===== src/rtl/bgcd_pkg.sv =====
// Shared types and codes for the button gesture command decoder.
// No dependencies; every other file imports this package.
package bgcd_pkg;

  localparam int TimeoutWidth = 16;
  localparam int TargetWidth  = 4;
  localparam int IndexWidth   = 3;
  localparam int TimeWidth    = 32;
  localparam int CmdWidth     = 3;
  localparam int CfgDataWidth = 16;
  localparam int CfgIdxWidth  = 2;

  localparam logic [TargetWidth-1:0] TallyMax = 4'd15;

  // Register reset values
  localparam logic [TimeoutWidth-1:0] TimeoutReset = 16'd1500;
  localparam logic [TargetWidth-1:0]  TargetReset  = 4'd3;
  localparam logic [IndexWidth-1:0]   NextReset    = 3'd7;
  localparam logic [IndexWidth-1:0]   PrevReset    = 3'd0;

  // Register indexes
  localparam logic [CfgIdxWidth-1:0] REG_TIMEOUT = 2'd0;
  localparam logic [CfgIdxWidth-1:0] REG_TARGET  = 2'd1;
  localparam logic [CfgIdxWidth-1:0] REG_NEXT    = 2'd2;
  localparam logic [CfgIdxWidth-1:0] REG_PREV    = 2'd3;

  // Item function codes
  localparam logic FUNC_SAMPLE  = 1'b0;
  localparam logic FUNC_RESTART = 1'b1;

  typedef enum logic [CmdWidth-1:0] {
    GEST_NONE    = 3'd0,
    GEST_VIEW    = 3'd1,
    GEST_SET     = 3'd2,
    GEST_NEXT    = 3'd3,
    GEST_PREV    = 3'd4,
    GEST_INVALID = 3'd5
  } cmd_t;

  typedef struct packed {
    logic [TimeoutWidth-1:0] timeout_ms;
    logic [TargetWidth-1:0]  multi_click_target;
    logic [IndexWidth-1:0]   next_index;
    logic [IndexWidth-1:0]   prev_index;
  } cfg_t;

  typedef struct packed {
    cmd_t command;
    logic complete;
  } res_t;

endpackage


===== src/rtl/bgcd_cfg.sv =====
// Configuration register file for the gesture decoder.
// Depends on bgcd_pkg (cfg_t, register indexes, reset values).
module bgcd_cfg import bgcd_pkg::*; (
  input  logic                    clk,
  input  logic                    rst,
  input  logic                    cfg_we,
  input  logic [CfgIdxWidth-1:0]  cfg_index,
  input  logic [CfgDataWidth-1:0] cfg_wdata,
  output cfg_t                    cfg
);

  always_ff @(posedge clk) begin
    if (rst) begin
      cfg.timeout_ms         <= TimeoutReset;
      cfg.multi_click_target <= TargetReset;
      cfg.next_index         <= NextReset;
      cfg.prev_index         <= PrevReset;
    end else if (cfg_we) begin
      unique case (cfg_index)
        REG_TIMEOUT: cfg.timeout_ms         <= cfg_wdata[TimeoutWidth-1:0];
        REG_TARGET:  cfg.multi_click_target <= cfg_wdata[TargetWidth-1:0];
        REG_NEXT:    cfg.next_index         <= cfg_wdata[IndexWidth-1:0];
        REG_PREV:    cfg.prev_index         <= cfg_wdata[IndexWidth-1:0];
        default:     ;
      endcase
    end
  end

endmodule


===== config.mk =====
export PLATFORM = sky130hd
export DESIGN_NAME = bgcd_cfg
export DESIGN_NICKNAME = d
export VERILOG_FILES = /design/src/rtl/bgcd_pkg.sv /design/src/rtl/bgcd_cfg.sv
export SDC_FILE = /design/constraint.sdc
export NUM_CORES = 1
export LEC_CHECK = 0
export ABC_CLOCK_PERIOD_IN_PS = 2250
export BUFFER_PORTS_ARGS = -buffer_cell sky130_fd_sc_hd__buf_4
export CORE_MARGIN = 2
export CORE_UTILIZATION = 52
export CTS_BUF_LIST = sky130_fd_sc_hd__clkbuf_2 sky130_fd_sc_hd__clkbuf_4 sky130_fd_sc_hd__clkbuf_8
export CTS_CLUSTER_DIAMETER = 50
export DETAILED_ROUTE_END_ITERATION = 7
export PLACE_DENSITY = 0.85
export SLEW_MARGIN = 25
export SYNTH_ARGS = -nofsm -noshare
export SYNTH_HDL_FRONTEND = slang
export SYNTH_SLANG_ARGS = --single-unit

===== constraint.sdc =====
create_clock -name clk -period 2.25 [get_ports clk]
set_clock_uncertainty 0.05 [all_clocks]
set_input_delay 0.3375 -clock clk [delete_from_list [all_inputs] [get_ports clk]]
set_output_delay 0.3375 -clock clk [all_outputs]
set_load 0.01 [all_outputs]

# == Yosys cells after proc, flatten, opt, wreduce, memory -nomap -nowiden ==
# Index checks and enable logic that the tools add are counted.
# word_totals
ff_bits,26
input_bits,21
# classes
n_eq_ne,3
n_reduce_logical,5
# op_table
op,count
$reduce_and 2->1,4
$eq 2x2->1 const B,2
$eq 2x1->1 const B,1
$logic_not 2->1,1

# == Longest topological paths before layout ==
# depth
ltp_word,2
ltp_mapped,4
depth_no_buf,2

# == Worst setup path before layout ==
# Ideal clock, no wire load.
# synth_path
kind,input to register
start,input port cfg_index[1]
end,register cfg[10] in the netlist's numbering
t_required_ns,2.128
cell_stages,4
arrival_ns,0.963
n_path_buf,2
path_slack_ns,1.165
path_cell_list,nor3b_2 -> buf_6 -> buf_12 -> mux2i_1
# synth_between
elab_chain_len,2
# synth_lines
element,line,source
start: declaration,bgcd_cfg.sv:7,"input logic [CfgIdxWidth-1:0] cfg_index,"
$logic_not 2->1,bgcd_cfg.sv:19,unique case (cfg_index)
$reduce_and 2->1 (no source line),-,
end: declaration,bgcd_cfg.sv:9,output cfg_t cfg
# No other way between the ends.
# A chain may end at the register's enable or synchronous reset.

# == Worst setup path after layout ==
# layout_path
start,register cfg[25] in the netlist's numbering
end,output port cfg[25] in the netlist's numbering
# No word-level cell between the ends.

==> tab_implementation.tex <==
\begin{tabular}{lr}
\hline
Metric & Value \\
\hline
\multicolumn{2}{l}{\textbf{Run status}} \\
\quad Result of the run & finished, final reports clean \\
\multicolumn{2}{l}{\textbf{Worst setup path}} \\
\quad Element type at the critical path end & output port \\
\quad Startpoint type of the worst setup path & flop \\
\quad Reg2Reg Depth & 2 \\
\quad Crit-path slowest cell & sky130\_fd\_sc\_hd\_\_dfxtp\_1 \\
\quad CP Buf/Inv Count & 1 \\
\quad Worst Path Class, Setup & flop to output port \\
\quad R2R Path End & cfg[20] \\
\quad R2r startpoint & cfg[20] \\
\quad Largest stage delay on the critical path & 0.37 ns \\
\quad Arrival time of the worst setup path & 0.82 ns \\
\quad Required time of the worst setup path & 1.86 ns \\
\quad CP top delay family & flip-flops \\
\quad Register-to-register path setup slack & 1.57 ns \\
\quad Worst Path Max Fanout & 2 \\
\quad Crit path cell chain & buf\_4 \\
\multicolumn{2}{l}{\textbf{Timing}} \\
\quad Setup-violating endpoint count in the final report & 0 \\
\quad Number of max-slew violations in the final report & 0 \\
\quad Post-route clock period utilization & 0.5382 \\
\quad Number of hold violations in the final report & 0 \\
\quad Setup repair after global routing missed its margin & no \\
\quad Normalized max-slew margin & 0.7649 \\
\quad Sum Neg Setup Slack & 0 ns \\
\quad Max frequency & 825.7 MHz \\
\quad Final Critical Period & 1.211 ns \\
\quad Worst Tran Pin Value & 0.3526 ns \\
\multicolumn{2}{l}{\textbf{Yosys}} \\
\quad Library cell with the largest summed area after synthesis & sky130\_fd\_sc\_hd\_\_dfxtp\_1 \\
\quad Area fraction in and, or, nand and nor cells after synthesis & 0.2435 \\
\quad Mapped Avg Cell Area & 10.09 sq um \\
\quad Cell count after synthesis & 110 \\
\quad Number of distinct library cells after synthesis & 13 \\
\quad Syn nets & 131 \\
\quad Area contributors post-synth & sky130\_fd\_sc\_hd\_\_dfxtp\_1 (47\%), sky130\_fd\_sc\_hd\_\_mux2i\_1 (23\%), sky130\_fd\_sc\_hd\_\_nand2b\_1 (14\%) \\
\quad Combinational family with the most area after synthesis & simple AND/OR/NAND/NOR gates \\
\quad Share of the synthesized area in the top cell type & 0.4690 \\
\quad Count of warnings emitted by yosys & 0 \\
\quad Sequential cell area fraction in the yosys report & 0.4690 \\
\quad Multiplexer share of the synthesized area & 0.2345 \\
\quad Synth Area in XOR/XNOR & 0 \\
\quad Flip-flop and latch count after synthesis & 26 \\
\quad Post-synthesis cell area & 1110 sq um \\
\quad Compound-Gate Fraction of Synth Area & 0 \\
\quad Adder-cell share of the synthesized area & 0 \\
\multicolumn{2}{l}{\textbf{Route}} \\
\quad Post-route DRC & 0 \\
\quad Routed wire length per instance & 12.46 um \\
\quad Mean number of vias per cell & 4.800 \\
\quad Antenna violation net count after detailed routing & 0 \\
\quad Total via count in the routed design & 864 \\
\quad Post-Route WL & 2243 um \\
\quad First-pass iteration count of the detailed router & 3 \\
\quad First-iteration detailed-routing DRC count & 6 \\
\multicolumn{2}{l}{\textbf{Min path}} \\
\quad Hold-critical path endpoint & cfg[15] \\
\quad Cells on Worst Hold Path & 3 \\
\quad Beginning of the worst hold path & cfg\_wdata[5] \\
\quad Class of the worst hold path & primary input to flop \\
\multicolumn{2}{l}{\textbf{Clock network}} \\
\quad Number of buffers created by CTS & 3 \\
\quad Root cell of the clock tree & sky130\_fd\_sc\_hd\_\_clkbuf\_4 \\
\quad Number of sinks on the clock net & 26 \\
\quad Cts-stage hold buffer count & 0 \\
\quad Maximum buffer depth of the clock tree & 2 \\
\quad CTS tree & done \\
\quad Clock-pin slew reported for the worst setup and hold paths after clock tree synthesis & 0.14 ns \\
\quad Clock insertion delay at the later pin of the skew report & 0.32 ns \\
\quad Total setup buffers inserted after CTS & 0 \\
\quad Post\_cts resized & 0 \\
\quad H-tree depth & 1 \\
\multicolumn{2}{l}{\textbf{Final layout}} \\
\quad Flip-flop count of the largest register after layout & 26 \\
\quad Count of inserted antenna diode cells & 0 \\
\quad Register area & 520.5 sq um \\
\quad Final core occ & 0.7468 \\
\quad Layout Cell Area excl Fill & 1480 sq um \\
\quad Top flop regs & cfg x26 \\
\quad Post-synthesis to final-layout area growth & 33.37\% \\
\quad Biggest register & cfg \\
\quad FILL cells & 152 \\
\quad Total Nets Final & 175 \\
\quad Layout cell share with drive strength beyond 1 & 0.3464 \\
\quad Total area of multi-input combinational cells & 536.8 sq um \\
\quad Post-layout instance count excluding filler cells & 180 \\
\multicolumn{2}{l}{\textbf{Floorplan}} \\
\quad Floorplan core area & 1982 sq um \\
\quad \# IOs & 47 \\
\quad Number of core rows & 16 \\
\quad Initial Util & 0.5600 \\
\quad Die width & 50.20 um \\
\quad Die Area & 2520 sq um \\
\quad DIE HEIGHT & 50.20 um \\
\multicolumn{2}{l}{\textbf{Placement}} \\
\quad Post-DP HPWL & 1628 um \\
\quad Number of cells in the design after placement & 176 \\
\quad Number of buffer cells added on primary ports & 46 \\
\quad Post-Place Cell Area & 1444 sq um \\
\quad Routability Congestion & 0.7509 \\
\multicolumn{2}{l}{\textbf{Flow run}} \\
\quad Maximum Capacitance Violations & 0 \\
\multicolumn{2}{l}{\textbf{Pwr}} \\
\quad Sequential Power Share & 0.575 \\
\quad Power per cell area & 570.9 nW/um\^{}2 \\
\quad Leakage dissipation & 0.6571 nW \\
\quad Post-layout total power & 0.8450 mW \\
\quad Worst vdd ir & 0.4977 mV \\
\quad Internal power consumption & 0.6454 mW \\
\quad Fraction of power spent switching nets & 0.2362 \\
\quad Clock share of power & 0.281 \\
\quad Net Switching & 0.1996 mW \\
\quad Combinational share of power & 0.144 \\
\multicolumn{2}{l}{\textbf{Global routing}} \\
\quad Antenna violations before repair & 0 \\
\quad Via count of the first global-routing pass & 839 \\
\quad Maximum number of pins on one net before global-route repair & 47 \\
\quad Total congestion overflow after global routing & 0 \\
\quad Global-route wire length before repair & 3829 um \\
\quad Overall fraction of global-route tracks in use & 0.2005 \\
\hline
\end{tabular}
-- per-stage QoR --
stage                     setup WS, ns  hold WS [ns]
after floorplan                  1.165        0.4423
after global placement          0.9826        0.4107
after detailed placement        0.9438        0.4159
after CTS                        1.032        0.2146
after global routing            0.9909        0.2172
final                            1.039        0.2133
-- worst max-delay path by stage --
stage / slack, ns / end / cells after the start / start
after floorplan: 1.17 / cfg[10] / 4 / cfg_index[1]
after global placement: 0.98 / cfg[25] / 4 / cfg_index[1]
after detailed placement: 0.94 / cfg[24] / 4 / cfg_index[1]
after CTS: 1.03 / cfg[25] / 1 / cfg[25]
after global routing: 0.99 / cfg[16] / 1 / cfg[16]
final: 1.04 / cfg[25] / 1 / cfg[25]
-- cells by family after synthesis --
kind of cell,count (synthesis)
buffers and inverters,8
flip-flops,26
multiplexers,26
AND/OR/NAND/NOR,50
-- layout by cell type (no fill, tap or decap), drive strengths merged --
cell / synthesis / layout
clkbuf: 3 / 4
nor2: 21 / 21
nand3b: 1 / 1
dfxtp: 26 / 26
nand2b: 25 / 25
nand3: 1 / 1
buf: 5 / 47
and3b: 1 / 1
nor3b: 1 / 1
mux2i: 26 / 26
-- power groups by stage --
stage / Sequential, mW / Clock (mW) / Combinational, mW
final: 0.486 / 0.237 / 0.122
after global routing: 0.488 / 0.259 / 0.133
after CTS: 0.486 / 0.245 / 0.123
after detailed placement: 0.496 / 0 / 0.122
after global placement: 0.495 / 0 / 0.119
after floorplan: 0.503 / 0 / 0.0568
-- area by class of cell --
type | instances | area share
Timing Repair Buffer | 47 | 0.2384
Sequential cell | 26 | 0.3516
Multi-Input combinational cell | 76 | 0.3626
Clock buffer | 4 | 0.02451
Tap cell | 27 | 0.02282
-- cell usage after synthesis --
cell                       number
sky130_fd_sc_hd__nor2_1        21
sky130_fd_sc_hd__nand3b_1       1
sky130_fd_sc_hd__dfxtp_1       26
sky130_fd_sc_hd__nand3_1        1
sky130_fd_sc_hd__nor3b_2        1
sky130_fd_sc_hd__buf_2          3
sky130_fd_sc_hd__clkbuf_1       2
sky130_fd_sc_hd__mux2i_1       26
sky130_fd_sc_hd__clkbuf_2       1
sky130_fd_sc_hd__buf_6          1
sky130_fd_sc_hd__nand2b_1      25
sky130_fd_sc_hd__buf_12         1
sky130_fd_sc_hd__and3b_2        1
-- per-layer routing --
| metal | part of all wire | vias up | GRT usage | routed length (um) |
|---|---|---|---|---|
| met4 | 0.019 | 0 | 0.08333 | 42 |
| met3 | 0.065 | 4 | 0.04762 | 146 |
| met1 | 0.43 | 389 | 0.2572 | 975 |
| met5 | 0 | - | 0 | 0 |
| met2 | 0.48 | 28 | 0.3224 | 1078 |
| li1 | - | 443 | - | - |
(Power assumes the default switching activity.)
