[src/rtl/bgcd_pkg.sv]
// Shared types and codes for the button gesture command decoder.
// No dependencies; every other file imports this package.
package bgcd_pkg;

  localparam int TimeoutWidth = 16;
  localparam int TargetWidth  = 4;
  localparam int IndexWidth   = 3;
  localparam int TimeWidth    = 32;
  localparam int CmdWidth     = 3;
  localparam int CfgDataWidth = 16;
  localparam int CfgIdxWidth  = 2;

  localparam logic [TargetWidth-1:0] TallyMax = 4'd15;

  // Register reset values
  localparam logic [TimeoutWidth-1:0] TimeoutReset = 16'd1500;
  localparam logic [TargetWidth-1:0]  TargetReset  = 4'd3;
  localparam logic [IndexWidth-1:0]   NextReset    = 3'd7;
  localparam logic [IndexWidth-1:0]   PrevReset    = 3'd0;

  // Register indexes
  localparam logic [CfgIdxWidth-1:0] REG_TIMEOUT = 2'd0;
  localparam logic [CfgIdxWidth-1:0] REG_TARGET  = 2'd1;
  localparam logic [CfgIdxWidth-1:0] REG_NEXT    = 2'd2;
  localparam logic [CfgIdxWidth-1:0] REG_PREV    = 2'd3;

  // Item function codes
  localparam logic FUNC_SAMPLE  = 1'b0;
  localparam logic FUNC_RESTART = 1'b1;

  typedef enum logic [CmdWidth-1:0] {
    GEST_NONE    = 3'd0,
    GEST_VIEW    = 3'd1,
    GEST_SET     = 3'd2,
    GEST_NEXT    = 3'd3,
    GEST_PREV    = 3'd4,
    GEST_INVALID = 3'd5
  } cmd_t;

  typedef struct packed {
    logic [TimeoutWidth-1:0] timeout_ms;
    logic [TargetWidth-1:0]  multi_click_target;
    logic [IndexWidth-1:0]   next_index;
    logic [IndexWidth-1:0]   prev_index;
  } cfg_t;

  typedef struct packed {
    cmd_t command;
    logic complete;
  } res_t;

endpackage

[src/rtl/bgcd_core.sv]
// Sequence state and single-pass update for one button sample.
// Depends on bgcd_pkg (cfg_t, res_t, cmd_t, function codes).
module bgcd_core import bgcd_pkg::*; #(
  parameter int BUTTON_COUNT = 8
) (
  input  logic                    clk,
  input  logic                    rst,
  input  cfg_t                    cfg,
  input  logic                    fire,
  input  logic                    func,
  input  logic [BUTTON_COUNT-1:0] buttons,
  input  logic                    long_press,
  input  logic [TimeWidth-1:0]    now_ms,
  output res_t                    result
);

  localparam logic [BUTTON_COUNT-1:0] One = {{(BUTTON_COUNT-1){1'b0}}, 1'b1};

  logic [BUTTON_COUNT-1:0] held_mask, held_mask_next;
  logic [BUTTON_COUNT-1:0] clicked_mask, clicked_mask_next;
  logic [TargetWidth-1:0]  click_tally, click_tally_next;
  logic                    done_flag, done_flag_next;
  logic [TimeWidth-1:0]    press_time, press_time_next;
  cmd_t                    current_command, current_command_next;

  logic [BUTTON_COUNT-1:0] next_hot, prev_hot, multi, lowest;
  logic [TargetWidth-1:0]  tally_inc;
  logic [TimeWidth-1:0]    elapsed;
  logic                    many_bad, right_bad, repeat_bad, hold_bad, sample_ok;
  logic                    is_multi;

  // Shifting past the top bit leaves zero, which drops out-of-range indexes
  assign next_hot = One << cfg.next_index;
  assign prev_hot = One << cfg.prev_index;
  assign multi    = next_hot | prev_hot;
  assign is_multi = |(buttons & multi);
  assign lowest   = clicked_mask & (~clicked_mask + One);

  assign many_bad   = |(buttons & (buttons - One));
  assign right_bad  = (|clicked_mask) && (|buttons) && (buttons > lowest);
  assign repeat_bad = (|(clicked_mask & buttons)) &&
                      (!is_multi || (|(clicked_mask & (clicked_mask - One))));
  assign hold_bad   = (|held_mask) && (|buttons) && (held_mask != buttons);
  assign sample_ok  = !(many_bad || right_bad || repeat_bad || hold_bad);

  assign tally_inc = (click_tally == TallyMax) ? click_tally
                                               : click_tally + TargetWidth'(1);
  assign elapsed   = now_ms - press_time;

  always_comb begin
    held_mask_next       = held_mask;
    clicked_mask_next    = clicked_mask;
    click_tally_next     = click_tally;
    done_flag_next       = done_flag;
    press_time_next      = press_time;
    current_command_next = current_command;
    if (func == FUNC_RESTART) begin
      held_mask_next       = '0;
      clicked_mask_next    = '0;
      click_tally_next     = '0;
      done_flag_next       = 1'b0;
      press_time_next      = '0;
      current_command_next = GEST_NONE;
    end else if (done_flag) begin
      // latched: hold everything
    end else if (press_time == '0) begin
      if (|buttons) press_time_next = now_ms;
    end else if (!sample_ok) begin
      current_command_next = GEST_INVALID;
    end else if (|buttons) begin
      if (held_mask == '0) begin
        press_time_next = now_ms;
        held_mask_next  = buttons;
        if (is_multi) begin
          click_tally_next = tally_inc;
          if (tally_inc == cfg.multi_click_target) begin
            current_command_next = (buttons == next_hot) ? GEST_NEXT : GEST_PREV;
          end
        end else begin
          click_tally_next = TargetWidth'(1);
        end
      end else if (long_press) begin
        current_command_next = GEST_SET;
      end
    end else begin
      // release: merge the held press into the clicked set
      clicked_mask_next = clicked_mask | held_mask;
      held_mask_next    = '0;
      if (current_command != GEST_NONE) begin
        done_flag_next = 1'b1;
      end else if (elapsed > {{(TimeWidth-TimeoutWidth){1'b0}}, cfg.timeout_ms}) begin
        current_command_next = GEST_VIEW;
        done_flag_next       = 1'b1;
      end
    end
  end

  always_ff @(posedge clk) begin
    if (rst) begin
      held_mask       <= '0;
      clicked_mask    <= '0;
      click_tally     <= '0;
      done_flag       <= 1'b0;
      press_time      <= '0;
      current_command <= GEST_NONE;
    end else if (fire) begin
      held_mask       <= held_mask_next;
      clicked_mask    <= clicked_mask_next;
      click_tally     <= click_tally_next;
      done_flag       <= done_flag_next;
      press_time      <= press_time_next;
      current_command <= current_command_next;
    end
  end

  assign result.command  = current_command_next;
  assign result.complete = done_flag_next;

endmodule

[config.mk]
export PLATFORM = sky130hd
export DESIGN_NAME = bgcd_core
export DESIGN_NICKNAME = d
export VERILOG_FILES = /design/src/rtl/bgcd_pkg.sv /design/src/rtl/bgcd_core.sv
export SDC_FILE = /design/constraint.sdc
export NUM_CORES = 1
export LEC_CHECK = 0
export BUFFER_PORTS_ARGS = -buffer_cell sky130_fd_sc_hd__buf_2
export CORE_MARGIN = 8
export CORE_UTILIZATION = 55
export CTS_CLUSTER_DIAMETER = 60
export DETAILED_ROUTE_END_ITERATION = 10
export PLACE_DENSITY = 0.74
export SLEW_MARGIN = 0
export SYNTH_ARGS = -nofsm -noshare
export SYNTH_HDL_FRONTEND = slang
export SYNTH_SLANG_ARGS = --single-unit
[constraint.sdc]
create_clock -name clk -period 5.7 [get_ports clk]
set_clock_uncertainty 0.15 [all_clocks]
set_input_delay 0.285 -clock clk [delete_from_list [all_inputs] [get_ports clk]]
set_output_delay 0.285 -clock clk [all_outputs]
set_load 0.01 [all_outputs]
After elaboration in Yosys (flattened, before gate mapping)
Index checks and enable logic that the tools add are counted.
Widths: inputs -> output; s select.

operators by class
  magnitude comparators = 2
  shifts and indexed selects = 2
  add/subtract/negate cells = 5
  bitwise gates (word level) = 8
  eq/ne operators = 11
  reductions and logical operators = 28
  muxes and demuxes = 45

operators with widths
  cell                 count
  $mux 32              7
  $mux 8               11
  $reduce_or 8->1      7
  $and 8x8->8          5
  $mux 3               12
  $gt 32x16->1         1
  $logic_not 32->1     1
  $mux 4               8
  $sub 32x32->32       1
  $or 8x8->8           2
  $shl 1x3->8 const A  2
  $sub 8x1->8 const B  2
  $reduce_and 6->1     2
  $reduce_and 5->1     2
  $reduce_bool 3->1    3
  $add 8x1->8 const B  1
  $eq 8x8->1           1
  $gt 8x8->1           1
  $logic_not 8->1      1
  $ne 2x2->1 const B   4
  $ne 8x8->1           1
  $not 8->8            1
  $mux 1               7
  $ne 3x2->1 const B   2
  8 further kinds      16

word-level totals
  output and inout bits = 4
  logic and storage cells = 107
  register bits = 56
  input bits = 71

Logic depth before layout (Yosys ltp)
  word-level depth = 13
  depth in mapped cells = 21
  depth with buffers taken out = 20

Worst setup path after synthesis
Ideal clock, no wire load.

  kind = register -> output
  start = register press_time[6]
  end = output result[0] (netlist name)
  data required time = 5.265 ns
  stages on the path, launching flop included = 21
  arrival time = 4.162 ns
  buffers on the path = 2
  slack = 1.103 ns
  path through = dfxtp_1 -> inv_1 -> ha_1 -> clkbuf_1 -> a21oi_1 -> o21ai_0 -> a41oi_1 -> o21ai_0 -> a31oi_1 -> xnor2_1 -> ha_1 -> nand4_1 -> or4_1 -> nor2_1 -> a21oi_1 -> nor4_1 -> o2111ai_1 -> or4_1 -> nor4_1 -> o31ai_1 -> buf_4

on the way
  word-level cells in the longest chain between the ends = 9
  elaborated cells between the ends (all ways) = 10
  those cells by class = add/sub (1); order compare (1); mux (7); reduce/logical (1)

RTL lines
  element                 RTL line          RTL
  start, declared         bgcd_core.sv:23   logic [TimeWidth-1:0] press_time, press_time_next;
  start signal, assigned  bgcd_core.sv:111  press_time <= press_time_next;
  $sub 32x32->32          bgcd_core.sv:48   assign elapsed = now_ms - press_time;
  $gt 32x16->1            bgcd_core.sv:91   end else if (elapsed > {{(TimeWidth-TimeoutWidth){1'b0}}, cfg.timeout_ms}) begin
  $mux 1                  bgcd_core.sv:91
  $mux 1                  bgcd_core.sv:89   if (current_command != GEST_NONE) begin
  $mux 1                  bgcd_core.sv:70   end else if (|buttons) begin
  $mux 1                  bgcd_core.sv:68   end else if (!sample_ok) begin
  $mux 1 *                bgcd_core.sv:66   end else if (press_time == '0) begin
  $mux 1 *                bgcd_core.sv:64   end else if (done_flag) begin
  $mux 1 *                bgcd_core.sv:57   if (func == FUNC_RESTART) begin
  end, declared           bgcd_core.sv:14   output res_t result

Every way passes the cells marked *; elsewhere a longest branch is shown, timed or not.

==> PnR_summary.wiki <==
{| class="wikitable"
! Metric !! Value
|-
| Final worst path period share || a little over nine tenths
|-
| Number of synthesized flops with an enable pin || 0
|-
| Count of unique library cells instantiated by Yosys || 75
|-
| Slew HR || 13.9%
|-
| Final HPWL DP || 12,200 µm
|-
| Number of I/O port buffers || 74
|-
| Latest clock arrival within the worst-skew pair || approximately 320 ps
|-
| Unrepaired setup endpoints after global routing || false
|-
| CTS clock-pin slew for the worst setup and hold paths || between 100 and 150 ps
|-
| Via density per instance || approximately 6.1
|-
| Crit end category || output port
|-
| Crit Path Class || register to output port
|-
| Warnings, synthesis || 0
|-
| FILL cells || 902
|-
| Routing usage on met1 || approximately a quarter
|-
| # nets final || 909
|-
| Cell at the root of the clock tree || sky130_fd_sc_hd__clkbuf_8
|-
| Clock Sinks || 56
|-
| Core Area || 10,100 µm²
|-
| Maximum operating frequency || 186 MHz
|-
| Required @ worst endpoint || 5270 ps
|-
| Cell Pwr Density || about 460 nW/µm²
|-
| Maximum vdd ir drop || 0.000305 V
|-
| Area overhead of the layout relative to synthesis || 8.86%
|-
| Flip-flop and latch count after synthesis || 56
|-
| Initial core utilization || 55.8%
|-
| WHS || 38.2 ps
|-
| Die Footprint || 13,800 µm²
|-
| Most frequently used flop master after synthesis || sky130_fd_sc_hd__dfxtp_1
|-
| Placed inst area || 6020 µm²
|-
| Chip Height || 117 µm
|-
| Most area-consuming cells after synthesis || sky130_fd_sc_hd__dfxtp_1, sky130_fd_sc_hd__ha_1, sky130_fd_sc_hd__a22o_1
|-
| Instance count of the mapped netlist || 735
|-
| Final setup TNS || 0 ps
|-
| Antenna violations before repair || 0
|-
| Clock buffer count from CTS || 5
|-
| Global routing usage on met2 || 39.6%
|-
| Total via count in the routed design || 5,628
|-
| Maximum level of the CTS H-tree || 2
|-
| GR Overflow Total || 0
|-
| Syn nets || 864
|-
| Pin count of the biggest net entering global routing || 33
|-
| Final ANT Viol Nets || 0
|-
| Lkg Pwr || roughly 2.5 nW
|-
| Met3 Resource Use GR || 3.36%
|-
| Number of remaining DRC errors || 0
|-
| Number of antenna repair diodes || 0
|-
| Outcome || completed
|-
| Clock buffer depth || 2
|-
| Ratio of cells with drive above 1 in the final layout || 14.3%
|-
| Path type of the worst min-delay path || input pin to register
|-
| Ys async rst share || 0%
|-
| Highest fanout seen on the critical path || 3
|-
| Initial drt markers || about 380
|-
| Ports || 75
|-
| Overall die width || 117 µm
|-
| First-pass detailed-route iteration total || 5
|-
| Post-Route WL || 15,300 µm
|-
| RePlAce Congestion || 0.934
|-
| Final Core Density || 60.8%
|-
| Time the final worst path needs with I/O delays and setup || 5380 ps
|-
| Pins Over Slew Limit || 0
|-
| Average footprint of a synthesized cell || between 7 and 8 µm²
|-
| Data arrival time at the worst-slack endpoint || 4950 ps
|-
| Library cell with the largest summed area after synthesis || sky130_fd_sc_hd__dfxtp_1
|-
| Total track usage || 21.5%
|-
| First-pass GRT wire length || about 26,000 µm
|-
| Std cell rows || 37
|-
| Area share of the largest cell type after synthesis || about a fifth
|-
| Actual slew at the worst max-slew pin || ~1300 ps
|-
| Number of maximum-capacitance constraint violations || 0
|-
| CTS tree || done
|-
| Routed wire length per instance || 16.6 µm
|-
| Number of global-route vias before repair || 5,621
|-
| Gr busiest metal || met2
|-
| Cts-stage hold buffer count || 0
|-
| Cell area after technology mapping || 5660 µm²
|-
| Startpoint types || register
|-
| Non-Filler Cell Area, Final || 6160 µm²
|-
| Hold Violations, Final || 0
|-
| Final Setup Violations || 0
|-
| Sequential element share of the synthesized area || 19.8%
|}
-- cell type report --
class | count | area, µm² | area share, %
multi-input combinational | 586 | 4190 | 67.9
tap | 136 | 170 | 2.76
sequential | 56 | 1120 | 18.2
clock inverter | 3 | 26.3 | 0.426
clock buffer | 5 | 68.8 | 1.12
timing repair buffer | 76 | 385 | 6.25
inverter | 55 | 206 | 3.35
-- critical path, cell delays in order, from the launching register on --
cell and delay (ps):
sky130_fd_sc_hd__dfxtp_1 350, sky130_fd_sc_hd__ha_1 210, sky130_fd_sc_hd__fa_1 440, sky130_fd_sc_hd__nor2b_1 130, sky130_fd_sc_hd__o21ai_0 100, sky130_fd_sc_hd__a21oi_1 260
sky130_fd_sc_hd__nor2b_1 190, sky130_fd_sc_hd__nor2_1 80, sky130_fd_sc_hd__xnor2_1 160, sky130_fd_sc_hd__ha_1 330, sky130_fd_sc_hd__nand4_1 150, sky130_fd_sc_hd__or4_1 520
sky130_fd_sc_hd__nor2_1 140, sky130_fd_sc_hd__a21oi_1 70, sky130_fd_sc_hd__nor4_2 260, sky130_fd_sc_hd__o2111ai_1 150, sky130_fd_sc_hd__or4_1 480, sky130_fd_sc_hd__nor4_2 320
sky130_fd_sc_hd__o31ai_1 120, sky130_fd_sc_hd__buf_2 160
-- metal layers --
metal | wire (µm) | share of wire [%]
met1 | 6370 | 42
met2 | 7750 | 51
met3 | 735 | 4.8
met4 | 392 | 2.6
met5 | 0 | 0
-- flip-flops by register name, summed over array words and instances (netlist names) --
| name | flops |
|---|---|
| press_time | 32 |
| clicked_mask | 8 |
| held_mask | 8 |
| click_tally | 4 |
| current_command | 3 |
| done_flag | 1 |
-- where the power goes --
group	leakage (nW)	total [mW]	switching, mW	internal, mW
sequential	0.453	0.585	0.0875	0.498
combinational	1.99	2.01	1.24	0.775
clock	0.0491	0.233	0.142	0.0909
-- cell usage after synthesis (3+ instances only) --
| master | number |
|---|---|
| sky130_fd_sc_hd__a211o_1 | 4 |
| sky130_fd_sc_hd__a211oi_1 | 5 |
| sky130_fd_sc_hd__a21boi_0 | 4 |
| sky130_fd_sc_hd__a21o_1 | 15 |
| sky130_fd_sc_hd__a21oi_1 | 66 |
| sky130_fd_sc_hd__a22o_1 | 41 |
| sky130_fd_sc_hd__a31oi_1 | 7 |
| sky130_fd_sc_hd__and2_1 | 7 |
| sky130_fd_sc_hd__and3_1 | 3 |
| sky130_fd_sc_hd__buf_2 | 17 |
| sky130_fd_sc_hd__clkbuf_1 | 17 |
| sky130_fd_sc_hd__dfxtp_1 | 56 |
| sky130_fd_sc_hd__ha_1 | 57 |
| sky130_fd_sc_hd__inv_1 | 55 |
| sky130_fd_sc_hd__mux2_2 | 4 |
| sky130_fd_sc_hd__mux2i_1 | 11 |
| sky130_fd_sc_hd__nand2_1 | 66 |
| sky130_fd_sc_hd__nand2b_1 | 9 |
| sky130_fd_sc_hd__nand3_1 | 19 |
| sky130_fd_sc_hd__nand3b_1 | 12 |
| sky130_fd_sc_hd__nand4_1 | 18 |
| sky130_fd_sc_hd__nor2_1 | 46 |
| sky130_fd_sc_hd__nor2b_1 | 5 |
| sky130_fd_sc_hd__nor3_1 | 9 |
| sky130_fd_sc_hd__nor3_2 | 4 |
| sky130_fd_sc_hd__nor4_1 | 18 |
| sky130_fd_sc_hd__o2111ai_1 | 4 |
| sky130_fd_sc_hd__o211ai_1 | 6 |
| sky130_fd_sc_hd__o21a_1 | 6 |
| sky130_fd_sc_hd__o21ai_0 | 33 |
| sky130_fd_sc_hd__o21bai_1 | 3 |
| sky130_fd_sc_hd__o221ai_1 | 3 |
| sky130_fd_sc_hd__o22a_1 | 5 |
| sky130_fd_sc_hd__o22ai_1 | 4 |
| sky130_fd_sc_hd__o31ai_1 | 6 |
| sky130_fd_sc_hd__or3_1 | 5 |
| sky130_fd_sc_hd__or4_1 | 5 |
| sky130_fd_sc_hd__xnor2_1 | 21 |
| sky130_fd_sc_hd__xor2_1 | 10 |
-- placed cells by master (no fill, tap or decap), types with 16 or more instances in the layout --
cell                       n
sky130_fd_sc_hd__a21oi_1  65
sky130_fd_sc_hd__a22o_1   41
sky130_fd_sc_hd__inv_1    55
sky130_fd_sc_hd__dfxtp_1  56
sky130_fd_sc_hd__o21ai_0  32
sky130_fd_sc_hd__nand4_1  18
sky130_fd_sc_hd__xnor2_1  21
sky130_fd_sc_hd__ha_1     57
sky130_fd_sc_hd__nand2_1  66
sky130_fd_sc_hd__buf_2    74
sky130_fd_sc_hd__nor2_1   46
sky130_fd_sc_hd__nand3_1  19
sky130_fd_sc_hd__nor4_1   16
-- kinds of logic after synthesis --
family          share of synthesized area (%)
compound gates                           30.0
simple gates                             21.8
buf+inv                                  6.89
fa+ha+maj                                13.5
flops                                    19.8
xor+xnor                                 4.80
mux                                      3.14
-- metrics by stage --
step / std cells / total power, mW / worst slack [ps]
2_1_floorplan: 735 / 2.08 / 1100
3_3_place_gp: 907 / 2.52 / 593
3_5_place_dp: 907 / 2.55 / 498
4_1_cts: 915 / 2.80 / 155
5_1_grt: 917 / 3.13 / 20.5
6_report: 917 / 2.83 / 318
-- worst paths after layout --
check                                  start                               to  slack, ps  depth (start not counted)
hold / removal                     now_ms[0]       press_time[0]$_SDFFE_PP0P_         40                          2
setup reg to reg  press_time[0]$_SDFFE_PP0P_  current_command[0]$_SDFFE_PP0P_        970                         18
setup / recovery  press_time[0]$_SDFFE_PP0P_                        result[0]        320                         19
hold reg to reg       done_flag$_SDFFE_PP0P_           done_flag$_SDFFE_PP0P_        340                          2
-- what timing repair did --
item / in CTS / in global routing
buffers inserted: 0 / 2
hold endpoints to repair: 0 / 0
setup endpoints to repair: 0 / 2
resized for setup: 0 / 6
Power figures use the tool's default switching activity.
